--- config.mk ---
export PLATFORM = sky130hd
export DESIGN_NAME = bfra_scan_unit
export DESIGN_NICKNAME = d
export VERILOG_FILES = /design/src/hw/rtl/bfra_pkg.sv /design/src/hw/rtl/bfra_scan_unit.sv
export SDC_FILE = /design/constraint.sdc
export NUM_CORES = 1
export LEC_CHECK = 0
export BUFFER_PORTS_ARGS = -buffer_cell sky130_fd_sc_hd__buf_2
export CORE_ASPECT_RATIO = 0.7
export CORE_MARGIN = 2
export CORE_UTILIZATION = 55
export DETAILED_ROUTE_END_ITERATION = 10
export PLACE_DENSITY = 0.95
export SYNTH_ARGS = -nofsm -noshare
export SYNTH_HDL_FRONTEND = slang
export SYNTH_SLANG_ARGS = --single-unit
--- constraint.sdc ---
create_clock -name vclk -period 9.6
set_input_delay 1.44 -clock vclk [all_inputs]
set_output_delay 1.44 -clock vclk [all_outputs]
set_load 0.01 [all_outputs]
--- src/hw/rtl/bfra_pkg.sv ---
// shared types, constants and helpers of the best fit range allocator
package bfra_pkg;

  localparam int unsigned DATA_W  = 32;
  localparam int unsigned LEN_W   = 33;
  localparam int unsigned SUM_W   = 35;
  localparam int unsigned PADDR_W = 3;

  localparam logic [LEN_W-1:0]  LEN_MAX        = {LEN_W{1'b1}};
  localparam logic [DATA_W-1:0] POOL_SIZE_RST  = 32'd65536;

  // register index, taken from the word address bit of paddr
  localparam logic REG_POOL_SIZE = 1'b0;

  typedef enum logic {
    OP_ALLOC = 1'b0,
    OP_FREE  = 1'b1
  } opcode_e;

  typedef enum logic [1:0] {
    STATUS_OK     = 2'd0,
    STATUS_NO_FIT = 2'd1,
    STATUS_FULL   = 2'd2
  } status_e;

  // compare results for one table entry
  typedef struct packed {
    logic fits;
    logic exact;
    logic worse;
    logic next_hit;
    logic prev_hit;
  } scan_flags_t;

  function automatic logic [LEN_W-1:0] sat_len(input logic [SUM_W-1:0] v);
    logic [LEN_W-1:0] r;
    if (v > {{(SUM_W-LEN_W){1'b0}}, LEN_MAX}) begin
      r = LEN_MAX;
    end else begin
      r = v[LEN_W-1:0];
    end
    return r;
  endfunction

endpackage

--- src/hw/rtl/bfra_scan_unit.sv ---
// shared compare unit applied to one table entry per cycle
module bfra_scan_unit (
  input  logic [bfra_pkg::DATA_W-1:0] entry_start_i,
  input  logic [bfra_pkg::LEN_W-1:0]  entry_len_i,
  input  logic [bfra_pkg::DATA_W-1:0] count_i,
  input  logic [bfra_pkg::DATA_W-1:0] first_i,
  input  logic [bfra_pkg::LEN_W-1:0]  end_i,
  input  logic                        best_v_i,
  input  logic [bfra_pkg::LEN_W-1:0]  best_len_i,
  output bfra_pkg::scan_flags_t       flags_o
);
  import bfra_pkg::*;

  logic [LEN_W-1:0] count_ext;
  logic [LEN_W:0]   entry_end;

  assign count_ext = {1'b0, count_i};
  // exact end of the entry, never wraps
  assign entry_end = {2'b00, entry_start_i} + {1'b0, entry_len_i};

  always_comb begin
    flags_o.fits     = entry_len_i >= count_ext;
    flags_o.exact    = entry_len_i == count_ext;
    flags_o.worse    = best_v_i && (best_len_i < entry_len_i);
    flags_o.next_hit = {1'b0, entry_start_i} == end_i;
    flags_o.prev_hit = entry_end == {2'b00, first_i};
  end

endmodule

Yosys cells after proc, flatten, opt, wreduce, memory -nomap -nowiden
Cells that the tools add are included.
Widths: inputs -> output; s select.
{"block": "totals", "input_bits": 196, "elab_cells": 7, "output_inout_bits": 5, "reg_bits": 0}
{"block": "op_classes", "n_lt_le_gt_ge": 2, "n_eq_ne": 3, "n_reduce_logical": 1, "n_addsub": 1}
{"operator": "$add 32x33->34", "n": 1}
{"operator": "$eq 34x32->1", "n": 1}
{"operator": "$eq 32x33->1", "n": 1}
{"operator": "$eq 33x32->1", "n": 1}
{"operator": "$ge 33x32->1", "n": 1}
{"operator": "$lt 33x33->1", "n": 1}
{"operator": "$logic_and 1x1->1", "n": 1}

Depth between registers and ports, before layout
{"block": "depth", "word_depth": 2, "depth_mapped": 11}

Worst setup path before layout
Ideal clock, no wire load.
{"block": "synth_path", "kind": "input to output", "start": "in entry_start_i[10] (netlist name)", "end": "out flags_o[0] (netlist name)", "arrival_ns": 3.800, "stages": 10, "n_path_buf": 1, "setup_slack_ns": 4.360, "required_ns": 8.160, "path_cell_list": "ha_1 > buf_2 > a21o_1 > a21oi_1 > o21ai_1 > o41ai_2 > mux2_1 > nor4_1 > nand4_1 > nor4_2"}
{"item": "start, declared", "line": "bfra_scan_unit.sv:3", "source": "input logic [bfra_pkg::DATA_W-1:0] entry_start_i,"}
{"item": "end, declared", "line": "bfra_scan_unit.sv:10", "source": "output bfra_pkg::scan_flags_t flags_o"}

==> results.tsv <==
metric	value	unit
status	complete, no violations	
Post-DRT Antenna Nets	0	
Die Area	0.00927	sq mm
pre-CTS WS	3850	ps
unrepaired setup endpoints after global routing	false	
CLK BUF	0	
Leakage	2.99	nW
setup violators final	0	
# Post-CTS Setup Buffers	0	
fraction of layout cells with a size suffix above 1	0.272	
crit path max fanout	10	
Critical Path AT	4380	ps
required time of the critical path	8160	ps
Worst setup SP type	input pin	
PnR worst setup slack	3780	ps
worst setup path class	input pin to output port	
Area growth syn-to-layout	22.7	%
DIE WIDTH	114	um
Final HPWL DP	15800	um
Max Clock Freq	172	MHz
drt wl/cell	18.9	um
Ports	201	
Post-Syn Area	0.00468	sq mm
storage element area	0	sq um
Avg Synthesized Cell Area	7.24	sq um
Seq/Total Area, Yosys	0	
most frequent cells in the layout	buf_2 (201), ha_1 (96), inv_1 (75)	
fin area	0.00574	sq mm
GRT Overall Usage	0.365	
Die Ht	81.2	um
hold_ws	3250	ps
# rows	28	
footprint of the multi-input gates	0.00432	sq mm
fin crit period	5820	ps
Post-Synthesis Cells	646	
post-layout util	0.688	
final hold violation count	0	
Slew Limit Fails	0	
dominant cells by area after synthesis	ha_1 (26%), xnor2_1 (7.1%), inv_1 (6.0%)	
Worst Setup End Kind	output port	
initial antenna violation count	0	
Min-Delay Path Class	input pin to output port	
Final nets	1132	
Cell Area, Placed	0.00574	sq mm
Slew Limit Headroom	0.555	
fin crit share	0.606	
DR vias	5974	
Via density	6.34	
fillcell total	684	
Initial Utilization	0.561	
Resize count post-CTS	0	
Post-Route WL	17800	um
Synthesized Nets	939	
Yosys top cell by area	ha_1	
seq_cells	0	
synth unique cells	73	
actual slew at the worst max-slew pin	666	ps
Setup Total Neg Slack	0	ps
n_diodes	0	
number of global-route vias before repair	5419	
CTS Hold Buffers Added	0	
Max-Cap Viols	0	
first-pass GRT wire length	26700	um
GPL Wtd Cong	1.13	
pin count of the biggest net entering global routing	13	
Worst VDD drop	28.6	uV
Synth top area share	0.257	
DRT iter0 DRCs	733	
grt ovf	0	
Syn. warnings	0	
I/O Buffers	201	
CORE AREA	0.00834	sq mm
commonest non-fill, non-tap cell in the layout	buf_2	
Pwr Density	61.7	mW/mm^2
DR pass1 iterations	6	
Remaining DRCs	0	
cells in the mapped netlist, types with 15 or more instances:
| library cell | number |
|---|---|
| xor2_1 | 28 |
| nor3_1 | 22 |
| a21oi_1 | 53 |
| nand2b_1 | 15 |
| a21o_1 | 21 |
| o21ai_0 | 30 |
| xnor2_1 | 38 |
| nand2_1 | 47 |
| nand4_1 | 26 |
| nor2_1 | 20 |
| ha_1 | 96 |
| inv_1 | 75 |
cell type report:
class                           count  area share
Multi-Input combinational cell    561       0.753
Timing Repair Buffer              201       0.175
Inverter                           75      0.0490
Tap cell                          105      0.0229
cell families after synthesis:
kind of cell | count (synthesis) | share of synthesized area
muxes | 7 | 0.0187
and+or+nand+nor | 205 | 0.244
adders and majority gates | 97 | 0.261
xor gates and xnor gates | 69 | 0.134
buffers and inverters | 85 | 0.0760
AOI/OAI and AO/OA | 183 | 0.266
critical path: stages:
cell     delay (ps)
buf_2           130
ha_1            440
a21o_1          210
a21oi_1         260
o21ai_1         120
o41ai_2         570
mux2_1          370
nor4_1          260
nand4_1         180
nor4_2          230
buf_2           160
path summary, 6_finish.rpt:
kind	from	to	slack [ps]	cells past startpoint
worst max-delay path	entry_len_i[10]	flags_o[0]	3780	11
worst min-delay path	end_i[32]	flags_o[1]	3250	4
report_power, final:
group / internal, mW / total (mW) / switching (mW)
Clock: 0 / 0 / 0
Combinational: 0.148 / 0.354 / 0.206
Sequential: 0 / 0 / 0
routing by layer:
metal	track usage	up-vias	part of all wire
li1	-	2778	-
met1	0.488	2651	0.40
met2	0.558	455	0.41
met3	0.112	90	0.14
met4	0.124	0	0.046
met5	0	-	0
per-stage QoR:
stage / instances / power [mW]
floorplan: 646 / 0.223
global placement: 942 / 0.333
detailed placement: 942 / 0.339
CTS: 942 / 0.341
global route: 942 / 0.382
finish: 942 / 0.354
Power figures use the tool's default switching activity.
